### src/sv/cfc_pkg.sv
// ---------------------------------------------------------------------------
// cfc_pkg: shared types and constants of the CRC-16 frame checker
// Frame constants, status codes, word structs and the byte-wide CRC update.
// ---------------------------------------------------------------------------
`default_nettype none

package cfc_pkg;

    localparam int DATA_W  = 8;
    localparam int COUNT_W = 9;
    localparam int STAT_W  = 2;
    localparam int CRC_W   = 16;

    localparam logic [DATA_W-1:0]  HEADER_BYTE = 8'hA5;
    localparam logic [CRC_W-1:0]   CRC_INIT    = 16'hFFFF;
    localparam logic [CRC_W-1:0]   CRC_POLY    = 16'h1021;
    localparam logic [COUNT_W-1:0] COUNT_MAX   = 9'd511;
    localparam logic [COUNT_W-1:0] HEADER_LEN  = 9'd4;
    localparam logic [COUNT_W-1:0] LENGTH_POS  = 9'd4;
    localparam logic [COUNT_W-1:0] CRC_START   = 9'd6;
    localparam logic [COUNT_W-1:0] MIN_FRAME   = 9'd6;
    localparam logic [COUNT_W-1:0] LEN_OFFSET  = 9'd5;

    localparam logic [STAT_W-1:0] ST_OK         = 2'd0;
    localparam logic [STAT_W-1:0] ST_BAD_HEADER = 2'd1;
    localparam logic [STAT_W-1:0] ST_BAD_LENGTH = 2'd2;
    localparam logic [STAT_W-1:0] ST_BAD_CRC    = 2'd3;

    typedef struct packed {
        logic [DATA_W-1:0] data_byte;
        logic              frame_end;
    } byte_word_t;

    typedef struct packed {
        logic [STAT_W-1:0]  status;
        logic [COUNT_W-1:0] frame_bytes;
    } result_word_t;

    // MSB-first CRC-16 update over one byte, no reflection
    function automatic logic [CRC_W-1:0] crc_byte(input logic [CRC_W-1:0] crc_in,
                                                  input logic [DATA_W-1:0] b);
        logic [CRC_W-1:0] c;
        c = crc_in ^ {b, 8'h00};
        for (int k = 0; k < 8; k++) begin
            if (c[CRC_W-1])
                c = {c[CRC_W-2:0], 1'b0} ^ CRC_POLY;
            else
                c = {c[CRC_W-2:0], 1'b0};
        end
        return c;
    endfunction

endpackage

`default_nettype wire

### src/sv/cfc_frame_core.sv
// ---------------------------------------------------------------------------
// cfc_frame_core: per-frame state and status decision
// Holds counter, header flag, length byte, running CRC and the two-byte tail.
// ---------------------------------------------------------------------------
`default_nettype none

module cfc_frame_core (
    input  wire logic                  clk,
    input  wire logic                  rst_n,
    input  wire logic                  fire,
    input  wire cfc_pkg::byte_word_t   word,
    output cfc_pkg::result_word_t      result
);
    import cfc_pkg::*;

    logic [COUNT_W-1:0] byte_index_reg, byte_index_next;
    logic               header_bad_reg, header_bad_next;
    logic [DATA_W-1:0]  length_reg, length_next;
    logic [CRC_W-1:0]   crc_reg, crc_next;
    logic [DATA_W-1:0]  tail0_reg, tail0_next;
    logic [DATA_W-1:0]  tail1_reg, tail1_next;
    logic [COUNT_W-1:0] len_total;

    always_comb
    begin
        byte_index_next = (byte_index_reg >= COUNT_MAX) ? COUNT_MAX
                                                        : byte_index_reg + 9'd1;
        header_bad_next = header_bad_reg;
        if (byte_index_reg < HEADER_LEN && word.data_byte != HEADER_BYTE)
            header_bad_next = 1'b1;
        length_next = (byte_index_reg == LENGTH_POS) ? word.data_byte : length_reg;
        crc_next = (byte_index_reg >= CRC_START) ? crc_byte(crc_reg, tail0_reg)
                                                 : crc_reg;
        tail0_next = tail1_reg;
        tail1_next = word.data_byte;
    end

    assign len_total = {1'b0, length_next} + LEN_OFFSET;

    always_comb
    begin
        result.frame_bytes = byte_index_next;
        if (byte_index_next < MIN_FRAME)
            result.status = ST_BAD_LENGTH;
        else if (header_bad_next)
            result.status = ST_BAD_HEADER;
        else if (len_total != byte_index_next)
            result.status = ST_BAD_LENGTH;
        else if ({tail0_next, tail1_next} != crc_next)
            result.status = ST_BAD_CRC;
        else
            result.status = ST_OK;
    end

    always_ff @(posedge clk or negedge rst_n)
    begin
        if (!rst_n)
        begin
            byte_index_reg <= '0;
            header_bad_reg <= 1'b0;
            length_reg     <= '0;
            crc_reg        <= CRC_INIT;
            tail0_reg      <= '0;
            tail1_reg      <= '0;
        end
        else if (fire)
        begin
            if (word.frame_end)
            begin
                // re-arm for the next frame
                byte_index_reg <= '0;
                header_bad_reg <= 1'b0;
                length_reg     <= '0;
                crc_reg        <= CRC_INIT;
                tail0_reg      <= '0;
                tail1_reg      <= '0;
            end
            else
            begin
                byte_index_reg <= byte_index_next;
                header_bad_reg <= header_bad_next;
                length_reg     <= length_next;
                crc_reg        <= crc_next;
                tail0_reg      <= tail0_next;
                tail1_reg      <= tail1_next;
            end
        end
    end

endmodule

`default_nettype wire

### src/sv/crc16_frame_checker_unit.sv
// ---------------------------------------------------------------------------
// crc16_frame_checker_unit: byte-serial CRC-16 frame checker
// Checks header, length byte and CRC-16 of each frame, one status per frame.
// ---------------------------------------------------------------------------
// Usage:
//   Input channel (in_valid / in_stall) carries one frame byte per word plus
//   frame_end marking the last byte of a frame. Output channel
//   (out_valid / out_stall) carries one word per frame: status
//   (ok, bad header, bad length, bad crc) and frame_bytes, the byte count of
//   the frame saturating at 511.
//   Timing: an accepted word sits in the input register; the frame state is
//   then updated from it and, for a frame_end word, the result register is
//   loaded, which raises out_valid.
//   Throughput: one byte per cycle, except while a frame_end byte waits for
//   the result register; the byte-wide CRC update sits between the input
//   register and the frame state.
//   Reset clears all frame state (CRC to 0xFFFF) and both valid flags.
//   When the receiver stalls, the result register holds; non-final bytes
//   keep flowing, and a frame_end byte waits in the input register with
//   in_stall raised until the result register frees.
// ---------------------------------------------------------------------------
`default_nettype none

module crc16_frame_checker_unit (
    input  wire logic                         clk,
    input  wire logic                         rst_n,
    input  wire logic                         in_valid,
    output      logic                         in_stall,
    input  wire logic [cfc_pkg::DATA_W-1:0]   data_byte,
    input  wire logic                         frame_end,
    output      logic                         out_valid,
    input  wire logic                         out_stall,
    output      logic [cfc_pkg::STAT_W-1:0]   status,
    output      logic [cfc_pkg::COUNT_W-1:0]  frame_bytes
);
    import cfc_pkg::*;

    logic         in_valid_reg;
    byte_word_t   in_word_reg;
    logic         out_valid_reg;
    result_word_t out_word_reg;
    result_word_t core_result;
    logic         out_free;
    logic         core_fire;
    logic         in_take;

    // result register frees when empty or being taken this cycle
    assign out_free  = !out_valid_reg || !out_stall;
    // non-final bytes never need the result register
    assign core_fire = in_valid_reg && (!in_word_reg.frame_end || out_free);
    assign in_stall  = in_valid_reg && !core_fire;
    assign in_take   = in_valid && !in_stall;

    cfc_frame_core u_core (
        .clk    (clk),
        .rst_n  (rst_n),
        .fire   (core_fire),
        .word   (in_word_reg),
        .result (core_result)
    );

    // input register: advance on accept, drop when consumed
    always_ff @(posedge clk or negedge rst_n)
    begin
        if (!rst_n)
            in_valid_reg <= 1'b0;
        else if (in_take)
            in_valid_reg <= 1'b1;
        else if (core_fire)
            in_valid_reg <= 1'b0;
    end

    always_ff @(posedge clk)
    begin
        if (in_take)
        begin
            in_word_reg.data_byte <= data_byte;
            in_word_reg.frame_end <= frame_end;
        end
    end

    // result register: load on a finished frame, drop when taken
    always_ff @(posedge clk or negedge rst_n)
    begin
        if (!rst_n)
            out_valid_reg <= 1'b0;
        else if (core_fire && in_word_reg.frame_end)
            out_valid_reg <= 1'b1;
        else if (!out_stall)
            out_valid_reg <= 1'b0;
    end

    always_ff @(posedge clk)
    begin
        if (core_fire && in_word_reg.frame_end)
            out_word_reg <= core_result;
    end

    assign out_valid   = out_valid_reg;
    assign status      = out_word_reg.status;
    assign frame_bytes = out_word_reg.frame_bytes;

endmodule

`default_nettype wire
### config.mk
export PLATFORM = sky130hd
export DESIGN_NAME = crc16_frame_checker_unit
export DESIGN_NICKNAME = d
export VERILOG_FILES = /design/src/sv/cfc_pkg.sv /design/src/sv/cfc_frame_core.sv /design/src/sv/crc16_frame_checker_unit.sv
export SDC_FILE = /design/constraint.sdc
export NUM_CORES = 1
export LEC_CHECK = 0
export BUFFER_PORTS_ARGS = -buffer_cell sky130_fd_sc_hd__buf_4
export CORE_MARGIN = 2
export CORE_UTILIZATION = 45
export CTS_CLUSTER_SIZE = 20
export DETAILED_ROUTE_END_ITERATION = 7
export GPL_TIMING_DRIVEN = 0
export PLACE_DENSITY = 0.63
export SKIP_CTS_REPAIR_TIMING = 1
export SYNTH_ARGS = -nofsm -noshare
export SYNTH_HDL_FRONTEND = slang
export SYNTH_SLANG_ARGS = --single-unit
### constraint.sdc
create_clock -name clk -period 6.11 [get_ports clk]
set_clock_uncertainty 0.05 [all_clocks]
set_input_delay 0 -clock clk [delete_from_list [all_inputs] [get_ports clk]]
set_output_delay 0 -clock clk [all_outputs]
set_load 0.02 [all_outputs]
======== Yosys cells after proc, flatten, opt, wreduce, memory -nomap -nowiden ========
Index checks and enable logic that the tools add are counted.
storage, ports and cells
  bits in read-only memories .............. 0
  RAM bits ................................ 0
  memories kept ........................... 0
  word-level logic and storage cells ...... 70
  bits of input ports ..................... 13
  latch bits .............................. 0
  flip-flop bits (word level) ............. 72
operators by class
  bitwise gates (word level) .............. 9
  divide/modulo/power cells ............... 0
  add/sub/neg operators ................... 2
  mux-type cells .......................... 25
  shifts and indexed selects .............. 0
  multipliers ............................. 0
  equal/unequal tests ..................... 5
  $lt $le $gt $ge ......................... 4
  reduce and logical (&&, ||, !) cells .... 13
operators with widths
  kind                                                         count
  2-to-1 mux 13 bit                                            8
  2-to-1 mux 16 bit                                            2
  2-to-1 mux 8 bit                                             4
  inverter 3 bit                                               8
  less-than comparator 9 x 3 -> 1 bit (second input constant)  2
  2-to-1 mux 9 bit                                             2
  inequality test 16 bit                                       1
  XOR 16 bit                                                   1
  adder 8 x 3 -> 9 bit (second input constant)                 1
  adder 9 x 1 -> 9 bit (second input constant)                 1
  == test 9 x 3 -> 1 bit (second input constant)               1
  >= comparator 9 x 3 -> 1 bit (second input constant)         1
  >= comparator 9 bit (second input constant)                  1
  inequality test 9 bit                                        1
  inequality test 8 bit (second input constant)                1
  2-to-1 mux 1 bit                                             6
  2-to-1 mux 2 bit                                             3
  logical AND 1 bit                                            5
  logical NOT 1 bit                                            5
  logical OR 1 bit                                             2
  inequality test 2 x 1 -> 1 bit (second input constant)       1
  nonzero test 2 bit                                           1

======== Logic depth before layout (Yosys ltp) ========
Gate-level depths: netlist of run 1.
  depth after elaboration ................. 22
  gate-level depth with buffers ........... 13
  mapped depth without buffers ............ 12

======== By module ========
Synthesis of run 1 repeated with hierarchy kept, for this count alone.
second synthesis, totals
  cells, all modules ...................... 421
  area total of the unflattened synthesis .. 4286.6 µm²
by module, submodules not included
  module                    seq. area each (µm²)  cells an instance  instances  area an instance (µm²)
  cfc_frame_core            1271.2                389                1          3580.9
  crc16_frame_checker_unit  650.6                 32                 1          705.7

======== Least setup slack after synthesis of run 1 ========
No wires, ideal clock.
  path type ............................... reg-to-reg
  start point ............................. register u_core.byte_index_reg[7]
  end point ............................... register out_word_reg (netlist bit status[1]), data pin
  setup time .............................. 0.269 ns
  path slack .............................. 2.705 ns
  required time ........................... 5.791 ns
  stages on the path, launching flop included .. 14
  arrival ................................. 3.085 ns
  buffers on the path ..................... 2
  clock period less this slack ............ 3.405 ns
  cell sequence ........................... dfrtp_1 > buf_6 > nor4_4 > nand3_2 > clkbuf_1 > mux2_2 > ha_1 > xnor2_1 > nor3_1 > a31o_2 > a32oi_1 > a311o_1 > nor4b_2 > a31oi_1
between the ends
  word-level cells in the longest chain between the ends .. 6
  elaborated cells on any way between the ends .. 17
  classes of those cells .................. add/sub (2); order compare (4); eq/ne (3); mux (7); reduce/logical (1)
RTL lines
  what                                                                           line                                        source
  from (decl)                                                                    cfc_frame_core.sv:16                        logic [COUNT_W-1:0] byte_index_reg, byte_index_next;
  from (signal assigned)                                                         cfc_frame_core.sv:80                        byte_index_reg <= byte_index_next;
  == test 9 x 3 -> 1 bit / >= comparator 9 x 3 -> 1 bit (equally long branches)  cfc_frame_core.sv:31, cfc_frame_core.sv:32
  2-to-1 mux 8 bit / 2-to-1 mux 16 bit (equally long branches)                   cfc_frame_core.sv:31, cfc_frame_core.sv:32
  adder 8 x 3 -> 9 bit / inequality test 16 bit (equally long branches)          cfc_frame_core.sv:38, cfc_frame_core.sv:49
  inequality test 9 bit / 2-to-1 mux 2 bit (equally long branches)               cfc_frame_core.sv:47, cfc_frame_core.sv:49
  2-to-1 mux 2 bit                                                               cfc_frame_core.sv:47                        else if (len_total != byte_index_next)
  2-to-1 mux 2 bit                                                               cfc_frame_core.sv:45                        else if (header_bad_next)
  to (signal assigned)                                                           crc16_frame_checker_unit.sv:96              out_word_reg <= core_result;
  to (decl)                                                                      crc16_frame_checker_unit.sv:41              result_word_t out_word_reg;
Parallel ways exist; a longest one is shown, timed or not.
A chain may end at the register's enable or synchronous reset.

======== Final worst setup path of run 1 ========
  start point ............................. register u_core.byte_index_reg[5]
  end point ............................... register out_word_reg (netlist bit status[1]), data pin
The elaborated chain is that of the path after synthesis.

==> results of run 1 <==
==> Yosys cell counts, types with 4 or more instances <==
library cell   n  area, sq um
nand2_1       60          225
dfrtp_1       36          901
nand3_1       28          140
xnor2_1       27          236
o21ai_0       26          130
nor2_1        25         93.8
xor2_1        24          210
a21oi_1       23          115
clkbuf_1      23         86.3
edfxtp_1      20          601
dfstp_2       16          420
mux2i_1       16          160
inv_1         14         52.6
o22ai_1        9         56.3
nand4_1        7         43.8
a22oi_1        6         45.0
and3_1         6         37.5
a31oi_1        5         31.3
and2_1         5         31.3
xnor3_1        5          113
a21o_1         4         30.0
ha_1           4         50.1
nor3b_1        4         30.0
o311ai_0       4         35.0
==> cell families after synthesis <==
group / after synthesis / share of synthesized area (%)
buf+inv: 44 / 4.12
simple gates: 163 / 18.7
flops: 72 / 43.1
fa+ha+maj: 4 / 1.12
xor+xnor: 58 / 13.4
compound gates: 106 / 15.5
mux: 18 / 4.10
==> path summary, 6_finish.rpt <==
kind                            cells past startpoint              endpoint  slack [ns]                      from
worst max-delay path                               13             status[1]        1.96  u_core.byte_index_reg[5]
worst min-delay path                                2  u_core.length_reg[7]        0.17                     rst_n
worst max register to register                     13             status[1]        1.96  u_core.byte_index_reg[5]
worst min register to register                      2   u_core.tail0_reg[0]        0.44       u_core.tail0_reg[0]
max in group asynchronous                           2  u_core.tail0_next[2]        5.35                     rst_n
min in group clk                                    2        in_word_reg[2]        0.30              data_byte[1]
==> power by group through the flow <==
stage | clock [W] | combinational, W | sequential (W)
2_1_floorplan | 0 | 0.000586 | 0.000710
3_3_place_gp | 0 | 0.000719 | 0.000731
3_5_place_dp | 0 | 0.000733 | 0.000733
4_1_cts | 0.000445 | 0.000739 | 0.000726
5_1_grt | 0.000471 | 0.000819 | 0.000744
6_report | 0.000440 | 0.000755 | 0.000728
==> worst max-delay path: cells and delay by family, from the launching register on <==
| family | cells | cell delay, ns |
|---|---|---|
| AO/OA/AOI/OAI | 4 | 0.76 |
| XOR/XNOR | 1 | 0.14 |
| adder cells (fa/ha/maj) | 1 | 0.33 |
| buffers and inverters | 2 | 0.53 |
| flip-flops | 1 | 0.36 |
| multiplexers | 1 | 0.35 |
| AND/OR/NAND/NOR | 4 | 1.36 |
==> metrics by stage <==
step	setup slack, ns	cell area [sq um]	power, W	cells	utilization [%]
3_5_place_dp	2.04	4810	0.00147	623	49.7
6_report	1.96	5170	0.00192	652	53.4
4_1_cts	2.04	5040	0.00191	639	52.1
5_1_grt	1.73	5170	0.00203	652	53.4
2_1_floorplan	2.71	4460	0.00130	465	-
3_3_place_gp	2.14	4810	0.00145	623	49.7
==> routing by layer <==
layer	track usage [%]	vias up	part of all wire, %
li1	-	1762	-
met5	0	-	0
met1	31.8	1790	46
met4	8.69	0	2.0
met3	4.66	19	6.8
met2	34.2	131	45
==> final cells by class <==
type                    instances  area, sq um  share of cell area [%]
repair buffers                 38          318                    6.14
multi-input cells             349         2350                    45.5
clock inverters                 5         78.8                    1.52
plain buffers                  30          131                    2.54
well taps                     133          166                    3.22
inverters                      14         52.6                    1.02
flip-flops and latches         72         1920                    37.1
clock buffers                  11          151                    2.93
==> impl_metrics.ini, run 1 <==
[synth]
synth_ff_type = dfrtp_1
synthArstFlopShare_pct = 72.2
synth_warnings = 0
syn_avg_cell_area_sq_um = 9.59
synth_nets = 482
syn_area_sq_um = 4460
ys_types = 67
ys_seq_elements = 72
synthCells = 465
ys_seq_area_share_pct = 43.1
synth_edf_count = 20

[power]
switching_share_pct = 36.1
power.density_nw_per_um2 = 371
switching_power_w = 0.000695
p_comb_share_pct = 39.3
p_int_w = 0.00123
ir_drop_mv = 0.152
clkPwrFrac_pct = 22.9
seqPwrFrac_pct = 37.9
p_leak_nw = 2.22

[sta]
fmax_mhz = 241
setup_viol = 0
rsz0062_at_grt = false
min_period_ns = 4.15
relSlewSlack_pct = 25.6
worst_slew_pin_slew_ns = 1.11
hold_slack_ns = 0.173
finalMaxSlewViolations = 0
post-route-period-util_pct = 67.9
hold_viol_final = 0
tns_ns = 0

[worst_setup_path]
crit_fanout = 10
worst_path_largest_cell_delay_ns = 0.51
critPathArrivalTime_ns = 4.20
cpMostUsedCell = clkbuf_1
crit_type = flop to flop
cp_slowest_cell = nor2_1
startpoint_type = flop
crit_chain = clkbuf_1, nor2_1, nand3_2, clkbuf_1, mux2_2, ha_1, xnor2_1, nor3_1, a31o_2, a32oi_1, a311o_1, nor4b_2, a31oi_1
critPathCaptureType = flop
required_ns = 6.16

[clocking]
cts_tree = yes
htreeDepth = 3
cts.sinks = 72
cts_buffer_depth = 2
cts-buffers-inserted = 9
cts_root_buf = clkbuf_8
insertion_delay_ns = 0.37
clk_pin_slew_ns = 0.08

[floorplan]
fp.dieH_um = 104
core_sq_um = 9680
initial_core_util_pct = 46.1
pin_count = 26
die_w_um = 104
dieArea_sq_um = 10700
num_rows = 36

[worst_hold_path]
hp-class = input port to async pin

[detailed_routing]
num_vias = 3702
drt-wirelength-per-cell_um = 18.0
drc = 0
drt-pass1-iter-count = 5
vias_per_cell = 5.68
wirelength_um = 11700
ant_nets = 0
drtIter0Drc = 328

[layout]
drive_gt1_share_pct = 14.5
fin_nets = 531
antenna_cells = 0
fill_cells = 883
final_common_cell = nand2_1
largest_reg_flops = 16
final_cell_mix = 60 x nand2_1, 36 x dfrtp_1, 28 x nand3_1
area_growth_pct = 16.0

[placement]
finalWeightedCongestion = 0.880
hpwlAfterDp_um = 8080
io_buffers = 25

[grt]
antenna_found_initial = 0
grt_pass1_vias = 3532
grt_pass1_wl_um = 18800
grt_max_degree = 53
grt_usage_pct = 22.5
globalRoute.totalOverflow = 0

[outcome]
outcome = completed

[run]
maxCapViolations = 0
Note: power is estimated with default switching activity, not from simulation.
==> run 2: changes to the inputs <==
--- a/config.mk
+++ b/config.mk
@@ -11,7 +11,7 @@
 export CTS_CLUSTER_SIZE = 20
 export DETAILED_ROUTE_END_ITERATION = 7
 export GPL_TIMING_DRIVEN = 0
-export PLACE_DENSITY = 0.63
+export PLACE_DENSITY = 0.65
 export SKIP_CTS_REPAIR_TIMING = 1
 export SYNTH_ARGS = -nofsm -noshare
 export SYNTH_HDL_FRONTEND = slang
==> constraint.sdc (replaced) <==
create_clock -name clk -period 3.8 [get_ports clk]
set_clock_uncertainty 0.05 [all_clocks]
set_input_delay 0 -clock clk [delete_from_list [all_inputs] [get_ports clk]]
set_output_delay 0 -clock clk [all_outputs]
set_load 0.02 [all_outputs]
==> run 2 against run 1 <==
Effect of this change: via count increased by 1.8%; sequential power increased by 61%; critical path depth unchanged; wire length increased by 0.50%; cell count increased by 0.46%; clock-buffer cell count increased by 4; global-route usage decreased by 0.16 points; worst setup slack got worse by 1.8 ns; critical path type unchanged; critical endpoint unchanged.
==> impl_metrics.ini, run 2 (synthesis results as in run 1) <==
[outcome]
outcome = completed

[worst_setup_path]
regToRegEndpoint = status[1]
crit_chain = clkbuf_1, nor3b_4, nand3_4, buf_2, mux2_2, ha_1, xnor2_1, nor3_1, a31o_2, a32oi_1, a311o_1, nor4b_2, a31oi_1
worst_path_largest_cell_delay_ns = 0.38
critPathCaptureType = flop
rr_worst_depth = 13
crit_fanout = 10
critPathArrivalTime_ns = 3.70
r2r_start = u_core.byte_index_reg[0]
required_ns = 3.83
startpoint_type = flop
cp_slowest_cell = dfrtp_1
crit_type = flop to flop
rrSetupSlack_ns = 0.13

[clocking]
cts_root_buf = clkbuf_8
insertion_delay_ns = 0.36
cts_buffer_depth = 2
cts-buffers-inserted = 9
cts_tree = yes
clk_pin_slew_ns = 0.08
htreeDepth = 3
cts.sinks = 72

[detailed_routing]
drtIter0Drc = 261
drt-pass1-iter-count = 5
vias_per_cell = 5.75
ant_nets = 0
drc = 0
wirelength_um = 11800
num_vias = 3767
drt-wirelength-per-cell_um = 18.0

[placement]
hpwlAfterDp_um = 7950
io_buffers = 25
finalWeightedCongestion = 0.905

[layout]
drive_gt1_share_pct = 14.8
final_cell_mix = 60 x nand2_1, 36 x dfrtp_1, 28 x nand3_1, 28 x buf_4
final_common_cell = nand2_1
final_core_util_pct = 53.3
area_growth_pct = 15.7
largest_reg_flops = 16
fin_nets = 534
antenna_cells = 0

[grt]
grt_pass1_vias = 3528
grt_usage_pct = 22.4
antenna_found_initial = 0
globalRoute.totalOverflow = 0
grt_max_degree = 53
grt_pass1_wl_um = 18700

[worst_hold_path]
hp-class = input port to async pin

[sta]
hold_viol_final = 0
setup_viol = 0
min_period_ns = 3.67
relSlewSlack_pct = 20.4
worst_slew_pin_slew_ns = 1.19
tns_ns = 0
finalMaxSlewViolations = 0
post-route-period-util_pct = 96.5
fmax_mhz = 273

[floorplan]
num_rows = 36
dieArea_sq_um = 10700
pin_count = 26
core_sq_um = 9680
fp.dieH_um = 104
initial_core_util_pct = 46.1
die_w_um = 104

[power]
seqPwrFrac_pct = 40.0
switching_share_pct = 37.5
clkPwrFrac_pct = 18.2
p_leak_nw = 2.21
p_int_w = 0.00183
switching_power_w = 0.00110
power.density_nw_per_um2 = 568
ir_drop_mv = 0.243
p_comb_share_pct = 41.8

[run]
maxCapViolations = 0
## run 2: power by group through the flow
| stage | registers [W] | clock network (W) | logic, W |
|---|---|---|---|
| finish | 0.00117 | 0.000533 | 0.00123 |
| global route | 0.00120 | 0.000580 | 0.00134 |
| detailed placement | 0.00118 | 0 | 0.00118 |
| floorplan | 0.00114 | 0 | 0.000942 |
| global placement | 0.00117 | 0 | 0.00116 |
| CTS | 0.00117 | 0.000542 | 0.00119 |
## run 2: per-layer routing
metal / vias to the layer above / GRT usage (%) / routed length, um
met5: - / 0 / 0
met4: 0 / 10.3 / 313
met3: 20 / 4.97 / 747
met2: 140 / 33.5 / 5370
met1: 1835 / 31.0 / 5370
li1: 1772 / - / -
## run 2: how the worst max path moves through the flow
stage	from	endpoint	slack, ns
after global placement	u_core.byte_index_reg[0]	status[1]	-0.18
after detailed placement	u_core.byte_index_reg[5]	status[1]	-0.20
final	u_core.byte_index_reg[0]	status[1]	0.13
after global routing	u_core.byte_index_reg[0]	status[1]	-0.009
after floorplan	u_core.byte_index_reg[7]	status[1]	0.40
after CTS	u_core.byte_index_reg[5]	status[1]	-0.19
## run 2: critical path: cells and delay by family, from the launching register on
family / cells / cell delay (ns)
simple gates: 4 / 0.98
compound gates: 4 / 0.72
buf+inv: 2 / 0.48
flops: 1 / 0.38
fa+ha+maj: 1 / 0.33
mux: 1 / 0.31
xor+xnor: 1 / 0.14
## run 2: stage by stage
step                cells  area [sq um]  setup slack, ns  power [W]  hold WS [ns]
floorplan             465          4460            0.395    0.00208        -0.346
global placement      623          4810           -0.185    0.00233        0.0293
detailed placement    623          4810           -0.199    0.00236        0.0276
CTS                   639          4970           -0.193    0.00290        -0.353
global route          655          5160         -0.00924    0.00312         0.241
finish                655          5160            0.133    0.00293         0.162
## run 2: area by class of cell
type                            instances  area, sq um
Buffer                                 30          133
Clock buffer                           15          156
Clock inverter                          1         3.75
Fill cell                             874         4520
Inverter                               14         52.6
Multi-Input combinational cell        349         2390
Sequential cell                        72         1920
Tap cell                              133          166
Timing Repair Buffer                   41          340
==> run 3: changes to the inputs <==
--- a/config.mk
+++ b/config.mk
@@ -7,11 +7,11 @@
 export LEC_CHECK = 0
 export BUFFER_PORTS_ARGS = -buffer_cell sky130_fd_sc_hd__buf_4
 export CORE_MARGIN = 2
-export CORE_UTILIZATION = 45
+export CORE_UTILIZATION = 42
 export CTS_CLUSTER_SIZE = 20
 export DETAILED_ROUTE_END_ITERATION = 7
 export GPL_TIMING_DRIVEN = 0
-export PLACE_DENSITY = 0.65
+export PLACE_DENSITY = 0.62
 export SKIP_CTS_REPAIR_TIMING = 1
 export SYNTH_ARGS = -nofsm -noshare
 export SYNTH_HDL_FRONTEND = slang
==> run 3 against run 2 <==
Effect of this change: die area up 6.9%; final area up 1.4%; worst setup slack better by 0.031 ns; flip-flop and latch count unchanged; global-route usage down 0.88 points; first-iteration DRC count down 6.1%; clock-buffer cell count down 5; worst hold slack worse by 0.0077 ns; critical path type unchanged.
==> impl_metrics.ini, run 3 (synthesis results as in run 1) <==
[worst_setup_path]
crit_chain = clkbuf_2, nor4_4, nand3_4, clkbuf_4, mux2_2, ha_1, o21ai_0, xor2_1, mux2i_1, xnor2_1, o211ai_1, nor4b_4, a31oi_1
critPathCaptureType = flop
rrSetupSlack_ns = 0.16
cpLargestDelayFamily = simple AND/OR/NAND/NOR gates
cp_slowest_cell = nor4_4
crit_fanout = 10
startpoint_type = flop
r2r_start = u_core.byte_index_reg[3]
required_ns = 3.83
worst_path_largest_cell_delay_ns = 0.43
crit_type = flop to flop
rr_worst_depth = 13
regToRegEndpoint = status[1]
cp.depth = 13
critPathArrivalTime_ns = 3.67
cp_num_buf_inv = 2

[power]
clkPwrFrac_pct = 23.5
seqPwrFrac_pct = 37.2
p_comb_share_pct = 39.2
switching_share_pct = 35.9
p_int_w = 0.00201
switching_power_w = 0.00113
ir_drop_mv = 0.214
power.density_nw_per_um2 = 600
p_leak_nw = 2.24

[detailed_routing]
drc = 0
wirelength_um = 11800
vias_per_cell = 5.63
num_vias = 3690
drt-pass1-iter-count = 4
drt-wirelength-per-cell_um = 17.9
drtIter0Drc = 245
ant_nets = 0

[sta]
min_period_ns = 3.64
finalMaxSlewViolations = 0
tns_ns = 0
fmax_mhz = 275
relSlewSlack_pct = 19.0
final.setup.worst_slack_ns = 0.164
hold_slack_ns = 0.154
rsz0062_at_grt = false
setup_viol = 0
hold_viol_final = 0
worst_slew_pin_slew_ns = 1.21
post-route-period-util_pct = 95.7

[placement]
finalWeightedCongestion = 0.895
place_ws_ns = -0.176
hpwlAfterDp_um = 7970
io_buffers = 25
postPlaceCellArea_sq_um = 4820
placed_cells = 626

[floorplan]
num_rows = 37
core_sq_um = 10300
initial_core_util_pct = 43.2
die_w_um = 107
fp.dieH_um = 107
dieArea_sq_um = 11500
pin_count = 26

[layout]
final_common_cell = nand2_1
fin_nets = 532
fill_cells = 953
seq_area_sq_um = 1920
instances_no_fill = 656
design_area_sq_um = 5230
final_cell_mix = 60 x nand2_1, 36 x dfrtp_1, 28 x nand3_1
drive_gt1_share_pct = 15.2
largest_reg_flops = 16
multi_input_area_sq_um = 2390
area_growth_pct = 17.3
antenna_cells = 0

[grt]
grt_usage_pct = 21.5
grt_max_degree = 53
grt_pass1_wl_um = 19000
grt_pass1_vias = 3572
globalRoute.totalOverflow = 0
antenna_found_initial = 0

[clocking]
cts.sinks = 72
clk_pin_slew_ns = 0.09
insertion_delay_ns = 0.36
htreeDepth = 3
cts_tree = yes
cts_root_buf = clkbuf_8
cts_buffer_depth = 2
cts-buffers-inserted = 9

[outcome]
outcome = completed

[worst_hold_path]
hp-class = input port to async pin

[run]
maxCapViolations = 0
==> run 3: changes by cell type in the layout (fill, tap and decap cells not counted), sizes merged <==
cell      change
clkbuf        -4
clkinvlp      +1
buf           -3
clkinv        +1
bufinv        +3
==> run 3: power groups by stage <==
stage / clock [W] / sequential, W / combinational [W]
after floorplan: 0 / 0.00114 / 0.000942
after global placement: 0 / 0.00117 / 0.00116
after detailed placement: 0 / 0.00118 / 0.00118
after CTS: 0.000745 / 0.00116 / 0.00120
after global routing: 0.000775 / 0.00119 / 0.00133
final: 0.000739 / 0.00117 / 0.00123
==> run 3: layout make-up <==
cell class | count | share of cell area, %
Multi-Input combinational cell | 349 | 45.7
Sequential cell | 72 | 36.7
Timing Repair Buffer | 39 | 6.22
Tap cell | 136 | 3.25
Buffer | 30 | 2.58
Clock buffer | 10 | 2.44
Clock inverter | 6 | 2.06
Inverter | 14 | 1.00
==> run 3: how the worst max path moves through the flow <==
stage | startpoint | endpoint | slack [ns]
final | u_core.byte_index_reg[3] | status[1] | 0.16
after global routing | u_core.byte_index_reg[0] | status[1] | 0.009
after global placement | u_core.byte_index_reg[5] | status[1] | -0.20
after CTS | u_core.byte_index_reg[6] | status[1] | -0.20
after floorplan | u_core.byte_index_reg[7] | status[1] | 0.40
after detailed placement | u_core.byte_index_reg[6] | status[1] | -0.18
==> run 3: routing by layer <==
layer / share of wire, % / vias to the layer above / global-route usage (%)
met4: 2.2 / 0 / 6.31
met5: 0 / - / 0
met2: 47 / 93 / 33.9
met3: 3.8 / 18 / 3.34
met1: 47 / 1804 / 30.6
li1: - / 1775 / -
==> run 3: through the flow <==
stage | power, W | utilization, %
2_1_floorplan | 0.00208 | -
5_1_grt | 0.00330 | 50.7
4_1_cts | 0.00311 | 49.0
3_3_place_gp | 0.00233 | 46.7
6_report | 0.00314 | 50.7
3_5_place_dp | 0.00236 | 46.7
==> run 3: worst reg2reg max path: stages (launching register included) <==
cell	delay [ns]
dfrtp_1	0.37
clkbuf_2	0.18
nor4_4	0.43
nand3_4	0.20
clkbuf_4	0.25
mux2_2	0.31
ha_1	0.28
o21ai_0	0.24
xor2_1	0.10
mux2i_1	0.19
xnor2_1	0.14
o211ai_1	0.15
nor4b_4	0.33
a31oi_1	0.15
